**src/hw/rtl/dtfe_pkg.sv**
```systemverilog
// ----------------------------------------------------------------------------
// dtfe_pkg
// Shared types and constants of the decimal telemetry frame encoder.
// ----------------------------------------------------------------------------
`default_nettype none

package dtfe_pkg;

  typedef logic [7:0] byte_t;

  // Fixed frame bytes.
  localparam byte_t HEADER_BYTE  = 8'hFF;
  localparam byte_t SEP_BYTE     = 8'h00;
  localparam byte_t TRAILER_BYTE = 8'hEE;

  localparam int FRAME_LEN = 21;
  localparam int CNT_W     = $clog2(FRAME_LEN + 1);

  // Frame positions of the three separators.
  localparam int SEP0_POS = 5;
  localparam int SEP1_POS = 10;
  localparam int SEP2_POS = 15;

  // Reciprocal constants: q = (v * MUL) >> SHIFT is exact over the value range
  // that each divider stage sees.
  localparam int DIV_1000   = 1000;
  localparam int MUL_1000   = 67109;  // exact for v < 65536
  localparam int SHIFT_1000 = 26;
  localparam int DIV_100    = 100;
  localparam int MUL_100    = 41;     // exact for v < 1000
  localparam int SHIFT_100  = 12;
  localparam int DIV_10     = 10;
  localparam int MUL_10     = 205;    // exact for v < 1029
  localparam int SHIFT_10   = 11;

  // Latency of one digit cell, in cycles.
  localparam int CELL_LAT = 2;
  // Depth of the conversion pipeline: three digit cells in a row.
  localparam int CONV_LAT = 3 * CELL_LAT;

  // Control that every byte cell of the frame chain receives.
  typedef struct packed {
    logic load;
    logic shift;
  } cell_ctrl_t;

endpackage : dtfe_pkg

`default_nettype wire

```
**src/hw/rtl/dtfe_if.sv**
```systemverilog
// ----------------------------------------------------------------------------
// dtfe_req_if / dtfe_frame_if
// Valid/ready channels for report requests and for frame bytes.
// ----------------------------------------------------------------------------
`default_nettype none

interface dtfe_req_if;
  logic        valid;
  logic        ready;
  logic [7:0]  humidity_whole;
  logic [7:0]  humidity_fraction;
  logic [7:0]  temperature_whole;
  logic [7:0]  temperature_fraction;
  logic [15:0] smoke_level;
  logic [15:0] light_level;

  modport source (
    output valid, humidity_whole, humidity_fraction, temperature_whole,
           temperature_fraction, smoke_level, light_level,
    input  ready
  );
  modport sink (
    input  valid, humidity_whole, humidity_fraction, temperature_whole,
           temperature_fraction, smoke_level, light_level,
    output ready
  );
endinterface : dtfe_req_if

interface dtfe_frame_if;
  logic       valid;
  logic       ready;
  logic [7:0] frame_byte;
  logic       frame_end;

  modport source (
    output valid, frame_byte, frame_end,
    input  ready
  );
  modport sink (
    input  valid, frame_byte, frame_end,
    output ready
  );
endinterface : dtfe_frame_if

`default_nettype wire

```
**src/hw/rtl/dtfe_digit_cell.sv**
```systemverilog
// ----------------------------------------------------------------------------
// dtfe_digit_cell
// One decimal divider cell: splits a value into quotient and remainder by a
// constant divisor over two registered steps.
// ----------------------------------------------------------------------------
`default_nettype none

module dtfe_digit_cell #(
  parameter int IN_W  = 16,
  parameter int DIV   = 1000,
  parameter int MUL   = 67109,
  parameter int SHIFT = 26,
  parameter int REM_W = $clog2(DIV)
) (
  input  wire                  clk_i,
  input  wire                  en_i,
  input  wire [IN_W-1:0]       value_i,
  output dtfe_pkg::byte_t      digit_o,
  output logic [REM_W-1:0]     rem_o
);
  import dtfe_pkg::*;

  localparam int MUL_W  = $clog2(MUL + 1);
  localparam int PROD_W = IN_W + MUL_W;

  logic [PROD_W-1:0] prod;
  logic [IN_W-1:0]   value_q;
  byte_t             quot_q;
  logic [IN_W-1:0]   rem_full;
  byte_t             digit_q;
  logic [REM_W-1:0]  rem_q;

  assign prod     = PROD_W'(value_i) * PROD_W'(MUL);
  assign rem_full = value_q - IN_W'(32'(quot_q) * DIV);

  always_ff @(posedge clk_i) begin
    if (en_i) begin
      value_q <= value_i;
      quot_q  <= 8'(prod >> SHIFT);
      digit_q <= quot_q;
      rem_q   <= REM_W'(rem_full);
    end
  end

  assign digit_o = digit_q;
  assign rem_o   = rem_q;

endmodule : dtfe_digit_cell

`default_nettype wire

```
**src/hw/rtl/dtfe_byte_cell.sv**
```systemverilog
// ----------------------------------------------------------------------------
// dtfe_byte_cell
// One byte of the frame chain: loads in parallel, or takes its neighbor's
// byte when the chain shifts toward the output.
// ----------------------------------------------------------------------------
`default_nettype none

module dtfe_byte_cell (
  input  wire                  clk_i,
  input  dtfe_pkg::cell_ctrl_t ctrl_i,
  input  dtfe_pkg::byte_t      load_byte_i,
  input  dtfe_pkg::byte_t      next_byte_i,
  output dtfe_pkg::byte_t      byte_o
);
  import dtfe_pkg::*;

  byte_t byte_d, byte_q;

  // A load wins over a shift: the new frame replaces the last byte just sent.
  always_comb begin
    priority if (ctrl_i.load) begin
      byte_d = load_byte_i;
    end else if (ctrl_i.shift) begin
      byte_d = next_byte_i;
    end else begin
      byte_d = byte_q;
    end
  end

  always_ff @(posedge clk_i) begin
    byte_q <= byte_d;
  end

  assign byte_o = byte_q;

endmodule : dtfe_byte_cell

`default_nettype wire

```
**src/hw/rtl/decimal_telemetry_frame_encoder_core.sv**
```systemverilog
// ----------------------------------------------------------------------------
// decimal_telemetry_frame_encoder_core
// Turns one report request of six readings into a 21-byte decimal frame.
// ----------------------------------------------------------------------------
// Each accepted request becomes 21 words on the frame channel: header 0xFF,
// humidity and temperature as tens/ones bytes, smoke and light as four digit
// bytes, 0x00 separators and the trailer 0xEE, which alone carries frame_end.
// The readings pass through a row of constant divider cells and are then
// loaded into a 21-cell byte chain that shifts one word out per cycle while
// the frame channel is ready. The byte chain sets the pace of requests; the
// divider row takes and holds the next request while the current frame
// drains, so consecutive frames follow without a gap.
// ----------------------------------------------------------------------------
`default_nettype none

module decimal_telemetry_frame_encoder_core (
  input  wire          clk_i,
  input  wire          rst_ni,
  dtfe_req_if.sink     req_i,
  dtfe_frame_if.source frame_o
);
  import dtfe_pkg::*;

  localparam int RAW_DLY = CONV_LAT - CELL_LAT;  // 8-bit values enter late
  localparam int TH_DLY  = CONV_LAT - CELL_LAT;  // thousands digit wait
  localparam int H_DLY   = CELL_LAT;             // hundreds digit wait

  logic [CONV_LAT-1:0] vld_d, vld_q;
  logic [CNT_W-1:0]    cnt_d, cnt_q;
  logic                en, load, in_fire, out_fire;
  cell_ctrl_t          ctrl;

  logic [31:0] raw8_q [RAW_DLY];
  byte_t       sk_th_q [TH_DLY];
  byte_t       lt_th_q [TH_DLY];
  byte_t       sk_h_q  [H_DLY];
  byte_t       lt_h_q  [H_DLY];

  byte_t       sk_th, sk_h, sk_t, lt_th, lt_h, lt_t;
  logic [9:0]  sk_r1000, lt_r1000;
  logic [6:0]  sk_r100, lt_r100;
  logic [3:0]  sk_o, lt_o;
  byte_t       hw_t, hf_t, tw_t, tf_t;
  logic [3:0]  hw_o, hf_o, tw_o, tf_o;

  byte_t       frame_bytes [FRAME_LEN];
  byte_t       chain_q     [FRAME_LEN];

  // The last divider stage holds its result until the byte chain can load it.
  assign load     = vld_q[CONV_LAT-1] &&
                    ((cnt_q == '0) || ((cnt_q == CNT_W'(1)) && out_fire));
  assign en       = !vld_q[CONV_LAT-1] || load;
  assign in_fire  = req_i.valid && req_i.ready;
  assign out_fire = frame_o.valid && frame_o.ready;
  assign req_i.ready = en;

  assign vld_d = en ? {vld_q[CONV_LAT-2:0], in_fire} : vld_q;

  always_comb begin
    cnt_d = cnt_q;
    priority if (load) begin
      cnt_d = CNT_W'(FRAME_LEN);
    end else if (out_fire) begin
      cnt_d = cnt_q - CNT_W'(1);
    end
  end

  always_ff @(posedge clk_i or negedge rst_ni) begin
    if (!rst_ni) begin
      vld_q <= '0;
      cnt_q <= '0;
    end else begin
      vld_q <= vld_d;
      cnt_q <= cnt_d;
    end
  end

  // Alignment registers that keep early digits and late inputs in step.
  always_ff @(posedge clk_i) begin
    if (en) begin
      raw8_q[0] <= {req_i.humidity_whole, req_i.humidity_fraction,
                    req_i.temperature_whole, req_i.temperature_fraction};
      for (int i = 1; i < RAW_DLY; i++) begin
        raw8_q[i] <= raw8_q[i-1];
      end
      sk_th_q[0] <= sk_th;
      lt_th_q[0] <= lt_th;
      for (int i = 1; i < TH_DLY; i++) begin
        sk_th_q[i] <= sk_th_q[i-1];
        lt_th_q[i] <= lt_th_q[i-1];
      end
      sk_h_q[0] <= sk_h;
      lt_h_q[0] <= lt_h;
      for (int i = 1; i < H_DLY; i++) begin
        sk_h_q[i] <= sk_h_q[i-1];
        lt_h_q[i] <= lt_h_q[i-1];
      end
    end
  end

  // Smoke lane: thousands, hundreds, tens cells in a row.
  dtfe_digit_cell #(.IN_W(16), .DIV(DIV_1000), .MUL(MUL_1000), .SHIFT(SHIFT_1000))
    u_sk_th (.clk_i, .en_i(en), .value_i(req_i.smoke_level),
             .digit_o(sk_th), .rem_o(sk_r1000));
  dtfe_digit_cell #(.IN_W(10), .DIV(DIV_100), .MUL(MUL_100), .SHIFT(SHIFT_100))
    u_sk_h (.clk_i, .en_i(en), .value_i(sk_r1000), .digit_o(sk_h), .rem_o(sk_r100));
  dtfe_digit_cell #(.IN_W(7), .DIV(DIV_10), .MUL(MUL_10), .SHIFT(SHIFT_10))
    u_sk_t (.clk_i, .en_i(en), .value_i(sk_r100), .digit_o(sk_t), .rem_o(sk_o));

  // Light lane.
  dtfe_digit_cell #(.IN_W(16), .DIV(DIV_1000), .MUL(MUL_1000), .SHIFT(SHIFT_1000))
    u_lt_th (.clk_i, .en_i(en), .value_i(req_i.light_level),
             .digit_o(lt_th), .rem_o(lt_r1000));
  dtfe_digit_cell #(.IN_W(10), .DIV(DIV_100), .MUL(MUL_100), .SHIFT(SHIFT_100))
    u_lt_h (.clk_i, .en_i(en), .value_i(lt_r1000), .digit_o(lt_h), .rem_o(lt_r100));
  dtfe_digit_cell #(.IN_W(7), .DIV(DIV_10), .MUL(MUL_10), .SHIFT(SHIFT_10))
    u_lt_t (.clk_i, .en_i(en), .value_i(lt_r100), .digit_o(lt_t), .rem_o(lt_o));

  // The 8-bit readings run beside the last cell of the 16-bit lanes.
  dtfe_digit_cell #(.IN_W(8), .DIV(DIV_10), .MUL(MUL_10), .SHIFT(SHIFT_10))
    u_hw (.clk_i, .en_i(en), .value_i(raw8_q[RAW_DLY-1][31:24]),
          .digit_o(hw_t), .rem_o(hw_o));
  dtfe_digit_cell #(.IN_W(8), .DIV(DIV_10), .MUL(MUL_10), .SHIFT(SHIFT_10))
    u_hf (.clk_i, .en_i(en), .value_i(raw8_q[RAW_DLY-1][23:16]),
          .digit_o(hf_t), .rem_o(hf_o));
  dtfe_digit_cell #(.IN_W(8), .DIV(DIV_10), .MUL(MUL_10), .SHIFT(SHIFT_10))
    u_tw (.clk_i, .en_i(en), .value_i(raw8_q[RAW_DLY-1][15:8]),
          .digit_o(tw_t), .rem_o(tw_o));
  dtfe_digit_cell #(.IN_W(8), .DIV(DIV_10), .MUL(MUL_10), .SHIFT(SHIFT_10))
    u_tf (.clk_i, .en_i(en), .value_i(raw8_q[RAW_DLY-1][7:0]),
          .digit_o(tf_t), .rem_o(tf_o));

  always_comb begin
    frame_bytes[0]        = HEADER_BYTE;
    frame_bytes[1]        = hw_t;
    frame_bytes[2]        = 8'(hw_o);
    frame_bytes[3]        = hf_t;
    frame_bytes[4]        = 8'(hf_o);
    frame_bytes[SEP0_POS] = SEP_BYTE;
    frame_bytes[6]        = tw_t;
    frame_bytes[7]        = 8'(tw_o);
    frame_bytes[8]        = tf_t;
    frame_bytes[9]        = 8'(tf_o);
    frame_bytes[SEP1_POS] = SEP_BYTE;
    frame_bytes[11]       = sk_th_q[TH_DLY-1];
    frame_bytes[12]       = sk_h_q[H_DLY-1];
    frame_bytes[13]       = sk_t;
    frame_bytes[14]       = 8'(sk_o);
    frame_bytes[SEP2_POS] = SEP_BYTE;
    frame_bytes[16]       = lt_th_q[TH_DLY-1];
    frame_bytes[17]       = lt_h_q[H_DLY-1];
    frame_bytes[18]       = lt_t;
    frame_bytes[19]       = 8'(lt_o);
    frame_bytes[20]       = TRAILER_BYTE;
  end

  assign ctrl.load  = load;
  assign ctrl.shift = out_fire;

  for (genvar i = 0; i < FRAME_LEN; i++) begin : g_chain
    if (i == FRAME_LEN - 1) begin : g_tail
      dtfe_byte_cell u_cell (
        .clk_i,
        .ctrl_i      (ctrl),
        .load_byte_i (frame_bytes[i]),
        .next_byte_i (SEP_BYTE),
        .byte_o      (chain_q[i])
      );
    end else begin : g_body
      dtfe_byte_cell u_cell (
        .clk_i,
        .ctrl_i      (ctrl),
        .load_byte_i (frame_bytes[i]),
        .next_byte_i (chain_q[i+1]),
        .byte_o      (chain_q[i])
      );
    end
  end

  assign frame_o.valid      = (cnt_q != '0);
  assign frame_o.frame_byte = chain_q[0];
  assign frame_o.frame_end  = (cnt_q == CNT_W'(1));

endmodule : decimal_telemetry_frame_encoder_core

`default_nettype wire

```
**src/flat_wrapper.sv**
```systemverilog
// flat-port wrapper written by rule: the top's interface ports become plain ports
module decimal_telemetry_frame_encoder_core_flat import dtfe_pkg::*;
  (clk_i, rst_ni, req_i_valid, req_i_humidity_whole, req_i_humidity_fraction, req_i_temperature_whole, req_i_temperature_fraction, req_i_smoke_level, req_i_light_level, req_i_ready, frame_o_valid, frame_o_frame_byte, frame_o_frame_end, frame_o_ready);
  dtfe_req_if req_i_i ();
  dtfe_frame_if frame_o_i ();
  input  wire clk_i;
  input  wire rst_ni;
  input wire logic [$bits(req_i_i.valid)-1:0] req_i_valid;
  input wire logic [$bits(req_i_i.humidity_whole)-1:0] req_i_humidity_whole;
  input wire logic [$bits(req_i_i.humidity_fraction)-1:0] req_i_humidity_fraction;
  input wire logic [$bits(req_i_i.temperature_whole)-1:0] req_i_temperature_whole;
  input wire logic [$bits(req_i_i.temperature_fraction)-1:0] req_i_temperature_fraction;
  input wire logic [$bits(req_i_i.smoke_level)-1:0] req_i_smoke_level;
  input wire logic [$bits(req_i_i.light_level)-1:0] req_i_light_level;
  output wire logic [$bits(req_i_i.ready)-1:0] req_i_ready;
  output wire logic [$bits(frame_o_i.valid)-1:0] frame_o_valid;
  output wire logic [$bits(frame_o_i.frame_byte)-1:0] frame_o_frame_byte;
  output wire logic [$bits(frame_o_i.frame_end)-1:0] frame_o_frame_end;
  input wire logic [$bits(frame_o_i.ready)-1:0] frame_o_ready;
  assign req_i_i.valid = req_i_valid;
  assign req_i_i.humidity_whole = req_i_humidity_whole;
  assign req_i_i.humidity_fraction = req_i_humidity_fraction;
  assign req_i_i.temperature_whole = req_i_temperature_whole;
  assign req_i_i.temperature_fraction = req_i_temperature_fraction;
  assign req_i_i.smoke_level = req_i_smoke_level;
  assign req_i_i.light_level = req_i_light_level;
  assign req_i_ready = req_i_i.ready;
  assign frame_o_valid = frame_o_i.valid;
  assign frame_o_frame_byte = frame_o_i.frame_byte;
  assign frame_o_frame_end = frame_o_i.frame_end;
  assign frame_o_i.ready = frame_o_ready;
  decimal_telemetry_frame_encoder_core u_core (.clk_i(clk_i), .rst_ni(rst_ni), .req_i(req_i_i), .frame_o(frame_o_i));
endmodule
```
**config.mk**
```make
export PLATFORM = sky130hd
export DESIGN_NAME = decimal_telemetry_frame_encoder_core_flat
export DESIGN_NICKNAME = d
export VERILOG_FILES = /design/src/hw/rtl/dtfe_pkg.sv /design/src/hw/rtl/dtfe_if.sv /design/src/hw/rtl/dtfe_digit_cell.sv /design/src/hw/rtl/dtfe_byte_cell.sv /design/src/hw/rtl/decimal_telemetry_frame_encoder_core.sv /design/src/flat_wrapper.sv
export SDC_FILE = /design/constraint.sdc
export NUM_CORES = 2
export LEC_CHECK = 0
export BUFFER_PORTS_ARGS = -buffer_cell sky130_fd_sc_hd__buf_2
export CORE_UTILIZATION = 64
export DETAILED_ROUTE_END_ITERATION = 10
export GPL_ROUTABILITY_DRIVEN = 0
export PLACE_DENSITY = 0.81
export SETUP_SLACK_MARGIN = 0.5
export SLEW_MARGIN = 20
export SYNTH_ARGS = -nofsm -noshare
export SYNTH_HDL_FRONTEND = slang
export SYNTH_SLANG_ARGS = --single-unit
export TNS_END_PERCENT = 50
```
**constraint.sdc**
```tcl
create_clock -name clk_i -period 18.75 [get_ports clk_i]
set_input_delay 3.75 -clock clk_i [delete_from_list [all_inputs] [get_ports clk_i]]
set_output_delay 3.75 -clock clk_i [all_outputs]
set_load 0.03 [all_outputs]
```
==> impl_table.tex <==
\begin{tabular}{lr}
\hline
Metric & Value \\
\hline
\multicolumn{2}{l}{\textbf{Logic synthesis}} \\
\quad Largest cells by area after synthesis & sky130\_fd\_sc\_hd\_\_edfxtp\_1 (45\%), sky130\_fd\_sc\_hd\_\_ha\_1 (22\%), sky130\_fd\_sc\_hd\_\_fa\_1 (9.2\%), sky130\_fd\_sc\_hd\_\_inv\_1 (4.8\%), sky130\_fd\_sc\_hd\_\_nand2\_1 (3.9\%) \\
\quad Yosys cell types & 71 \\
\quad Async S/R FF share, synth & 1.90\% \\
\quad EDFF count, synth & approximately 500 \\
\quad Post-synth top flop & sky130\_fd\_sc\_hd\_\_edfxtp\_1 \\
\quad Syn Nets & roughly 3500 \\
\quad Number of register bits inferred by synthesis & 579 \\
\quad Post-synthesis compound-gate area fraction & 4.51\% \\
\quad Cell taking the most area after synthesis & sky130\_fd\_sc\_hd\_\_edfxtp\_1 \\
\quad Post-synthesis cell count & 2708 \\
\quad Proportion of synthesized chip area in sequential cells & 49.0\% \\
\quad Multiplexer share of the synthesized area & 0.164\% \\
\quad Synth top area share & a little under half \\
\quad Number of synthesis warnings & 0 \\
\quad Dominant combinational cell family by area after synthesis & adder cells \\
\quad Simple-gate share of the synthesized area & 6.83\% \\
\quad Avg Inst Size Synth & 12.7 um\^{}2 \\
\quad Post-synthesis share of cell area spent on full adders, half adders and majority gates & a little under a third \\
\quad Xor and xnor fraction of the mapped netlist area & 2.40\% \\
\quad Post-synth design cell area & 34300 um\^{}2 \\
\multicolumn{2}{l}{\textbf{Timing}} \\
\quad Final cycle utilization of the critical path & 48.8\% \\
\quad Fmax & 109 MHz \\
\quad Sum of negative setup slack & 0 ps \\
\quad Maximum clock skew at final layout & 21.9 ps \\
\quad Worst Max-Slew Pin Slew & 1080 ps \\
\quad Final max-slew violation count & 0 \\
\quad Hold Violations, Final & 0 \\
\quad Final setup violation count & 0 \\
\quad Rel. slew slack & 27.9\% \\
\quad Final critical delay including setup and external delays & 9160 ps \\
\quad Final worst hold slack & 401 ps \\
\quad Unrepaired setup endpoints after global routing & false \\
\multicolumn{2}{l}{\textbf{CTS}} \\
\quad Clock root buffer & sky130\_fd\_sc\_hd\_\_clkbuf\_16 \\
\quad Clock buffer depth & 3 \\
\quad Postcts setup bufs & 0 \\
\quad Clock latency on the worst-skew pair & a little over 600 ps \\
\quad TritonCTS clock tree & built \\
\quad Post-cts gate resize count & 0 \\
\quad Clock Pin Slew Worst Setup and Hold Paths & 70 ps \\
\quad CTS H-Tree Depth & 2 \\
\quad Sinks on Clock Net & 579 \\
\quad Hold Buf Count CTS & 0 \\
\quad Inserted Clock Buffers & 57 \\
\multicolumn{2}{l}{\textbf{Finish}} \\
\quad Most frequent standard cell in the layout excluding fill and tap cells & sky130\_fd\_sc\_hd\_\_ha\_1 \\
\quad Highest-count cells in the layout ignoring fill and taps & sky130\_fd\_sc\_hd\_\_ha\_1 (614), sky130\_fd\_sc\_hd\_\_edfxtp\_1 (514), sky130\_fd\_sc\_hd\_\_inv\_1 (439) \\
\quad Area growth, synth to finish & 8.67\% \\
\quad Antenna fix cells & 0 \\
\quad Fraction of layout cells with a size suffix above 1 & 7.26\% \\
\quad Non-filler instance count after layout & $\sim$3500 \\
\quad NumNets Final & 3645 \\
\quad Number of filler instances in the final layout & 3464 \\
\multicolumn{2}{l}{\textbf{Die}} \\
\quad Die Height & 233 um \\
\quad Number of core rows & 84 \\
\quad Effective utilization at floorplan & 65.0\% \\
\quad Core Box Area & 52800 um\^{}2 \\
\quad Overall die area & 54500 um\^{}2 \\
\quad Die X & 233 um \\
\quad I/O Pins & 79 \\
\multicolumn{2}{l}{\textbf{Route}} \\
\quad Total DRC errors in the routed layout & 10 \\
\quad Total via count in the routed design & 19319 \\
\quad TritonRoute pass-1 iters & 8 \\
\quad Routed vias/inst & 5.46 \\
\quad Violation count after the first detailed-routing iteration & around 1100 \\
\quad Antenna violation net count after detailed routing & 0 \\
\quad Total Wirelength & 55900 um \\
\quad Mean routed wirelength per cell & $\sim$16 um \\
\multicolumn{2}{l}{\textbf{Placed design}} \\
\quad HPWL after detailed placement & 39800 um \\
\quad Port bufs & 78 \\
\quad Post-Place Cells & 3434 \\
\multicolumn{2}{l}{\textbf{Global route}} \\
\quad Global route hottest layer & met2 \\
\quad Overall fraction of global-route tracks in use & 21.5\% \\
\quad Met1 track demand over resource in global routing & 25.0\% \\
\quad Aggregate global routing overflow & 0 \\
\quad Vias in the first global route & 20450 \\
\quad Met2 routing resource usage after global routing & around 41\% \\
\quad Initial antenna violation count & 0 \\
\quad Met3 layer usage reported by global route & 2.54\% \\
\quad Wire length of the first global-routing pass & 94200 um \\
\quad Largest net degree at the start of global routing & between 150 and 200 \\
\multicolumn{2}{l}{\textbf{Worst hold path}} \\
\quad Worst hold stages & 0 \\
\quad Start point of the worst hold path & u\_core.u\_lt\_h.digit\_o[2]\$\_DFFE\_PN\_ \\
\quad Type of the worst min-delay path & reg -> reg \\
\quad Endpoint of the worst hold-timing path & u\_core.lt\_h\_q[0][2]\$\_DFFE\_PN\_ \\
\multicolumn{2}{l}{\textbf{Worst setup path}} \\
\quad R2R cell count & 14 \\
\quad Capturing point of the worst reg2reg path & u\_core.u\_hw.quot\_q[4]\$\_DFFE\_PN\_ \\
\quad Worst R2R Setup Slack & approximately 14000 ps \\
\quad Required arrival time at the worst endpoint & roughly 15000 ps \\
\quad Startpoint of the worst register-to-register path & u\_core.raw8\_q[3][26]\$\_DFFE\_PN\_ \\
\quad WS Path Type & in -> out \\
\quad Kind of start point of the critical path & input pin \\
\quad Largest fanout on the critical path & 131 \\
\quad Arrival time worst endpoint & approximately 5400 ps \\
\quad Kind of capture point of the worst setup path & primary output \\
\multicolumn{2}{l}{\textbf{Status}} \\
\quad Result of the run & finished, violations left \\
\quad Failing checks & design-rule violations \\
\multicolumn{2}{l}{\textbf{Run}} \\
\quad Max-cap check violation count & 0 \\
\hline
\end{tabular}
worst max-delay path by stage:
stage                             start           to  slack, ps
final                     frame_o_ready  req_i_ready       9590
after global routing      frame_o_ready  req_i_ready       9460
after CTS                 frame_o_ready  req_i_ready       9590
after detailed placement  frame_o_ready  req_i_ready       9580
after global placement    frame_o_ready  req_i_ready       9650
after floorplan           frame_o_ready  req_i_ready       2690
cells by family after synthesis:
| family | Yosys count |
|---|---|
| compound gates | 231 |
| xor+xnor | 94 |
| fa+ha+maj | 772 |
| buf+inv | 486 |
| flops | 579 |
| mux | 5 |
| simple gates | 541 |
per-layer routing:
metal	wire length, um	up-vias
li1	-	9472
met1	22700	9478
met2	30600	287
met3	1620	82
met4	1080	0
met5	0	-
area by class of cell:
type / instances / area, um^2 / area share, %
Clock buffer: 72 / 1570 / 4.20
Clock inverter: 34 / 298 / 0.799
Inverter: 441 / 1660 / 4.47
Multi-Input combinational cell: 1643 / 15600 / 42.0
Sequential cell: 579 / 16800 / 45.1
Tap cell: 688 / 861 / 2.31
Timing Repair Buffer: 83 / 444 / 1.19
cell usage after synthesis, types with 7 or more instances:
master / number
sky130_fd_sc_hd__ha_1: 614
sky130_fd_sc_hd__edfxtp_1: 514
sky130_fd_sc_hd__inv_1: 441
sky130_fd_sc_hd__nand2_1: 355
sky130_fd_sc_hd__fa_1: 158
sky130_fd_sc_hd__a21oi_1: 97
sky130_fd_sc_hd__xnor2_1: 65
sky130_fd_sc_hd__dfxtp_1: 54
sky130_fd_sc_hd__nor2_1: 46
sky130_fd_sc_hd__and2_1: 32
sky130_fd_sc_hd__nand3_1: 30
sky130_fd_sc_hd__xor2_1: 29
sky130_fd_sc_hd__a21o_1: 28
sky130_fd_sc_hd__o21ai_0: 28
sky130_fd_sc_hd__nor3_1: 24
sky130_fd_sc_hd__buf_2: 19
sky130_fd_sc_hd__clkbuf_1: 18
sky130_fd_sc_hd__o21a_1: 13
sky130_fd_sc_hd__dfrtp_1: 11
sky130_fd_sc_hd__nand2b_1: 9
sky130_fd_sc_hd__nor2b_1: 9
sky130_fd_sc_hd__buf_4: 8
sky130_fd_sc_hd__and3_1: 7
sky130_fd_sc_hd__nand4_1: 7
through the flow:
stage / util, % / instance area [um^2] / worst slack, ps
2_1_floorplan: - / 34300 / 2690
3_3_place_gp: 67.1 / 35400 / 9650
3_5_place_dp: 67.1 / 35400 / 9580
4_1_cts: 70.6 / 37200 / 9590
5_1_grt: 70.6 / 37300 / 9460
6_report: 70.6 / 37300 / 9590
registers in the layout, indices dropped and copies added (netlist names), 8 cells and up:
name,count
u_core.g_chain.g_body.u_cell.byte_o,151
u_core.raw8_q,128
u_core.lt_th_q,28
u_core.sk_th_q,28
u_core.u_lt_th.rem_o,10
u_core.u_lt_th.value_q,10
u_core.u_sk_th.rem_o,10
u_core.u_sk_th.value_q,10
u_core.lt_h_q,8
u_core.sk_h_q,8
critical path, stage by stage:
cell                      delay (ps)
sky130_fd_sc_hd__buf_2           120
sky130_fd_sc_hd__a21oi_1         130
sky130_fd_sc_hd__and2_1          320
sky130_fd_sc_hd__inv_8           620
sky130_fd_sc_hd__buf_2           340
Power is left out: the tool's default activity adds up to more than one toggle a clock period on the data nets, which glitch-free logic cannot reach.
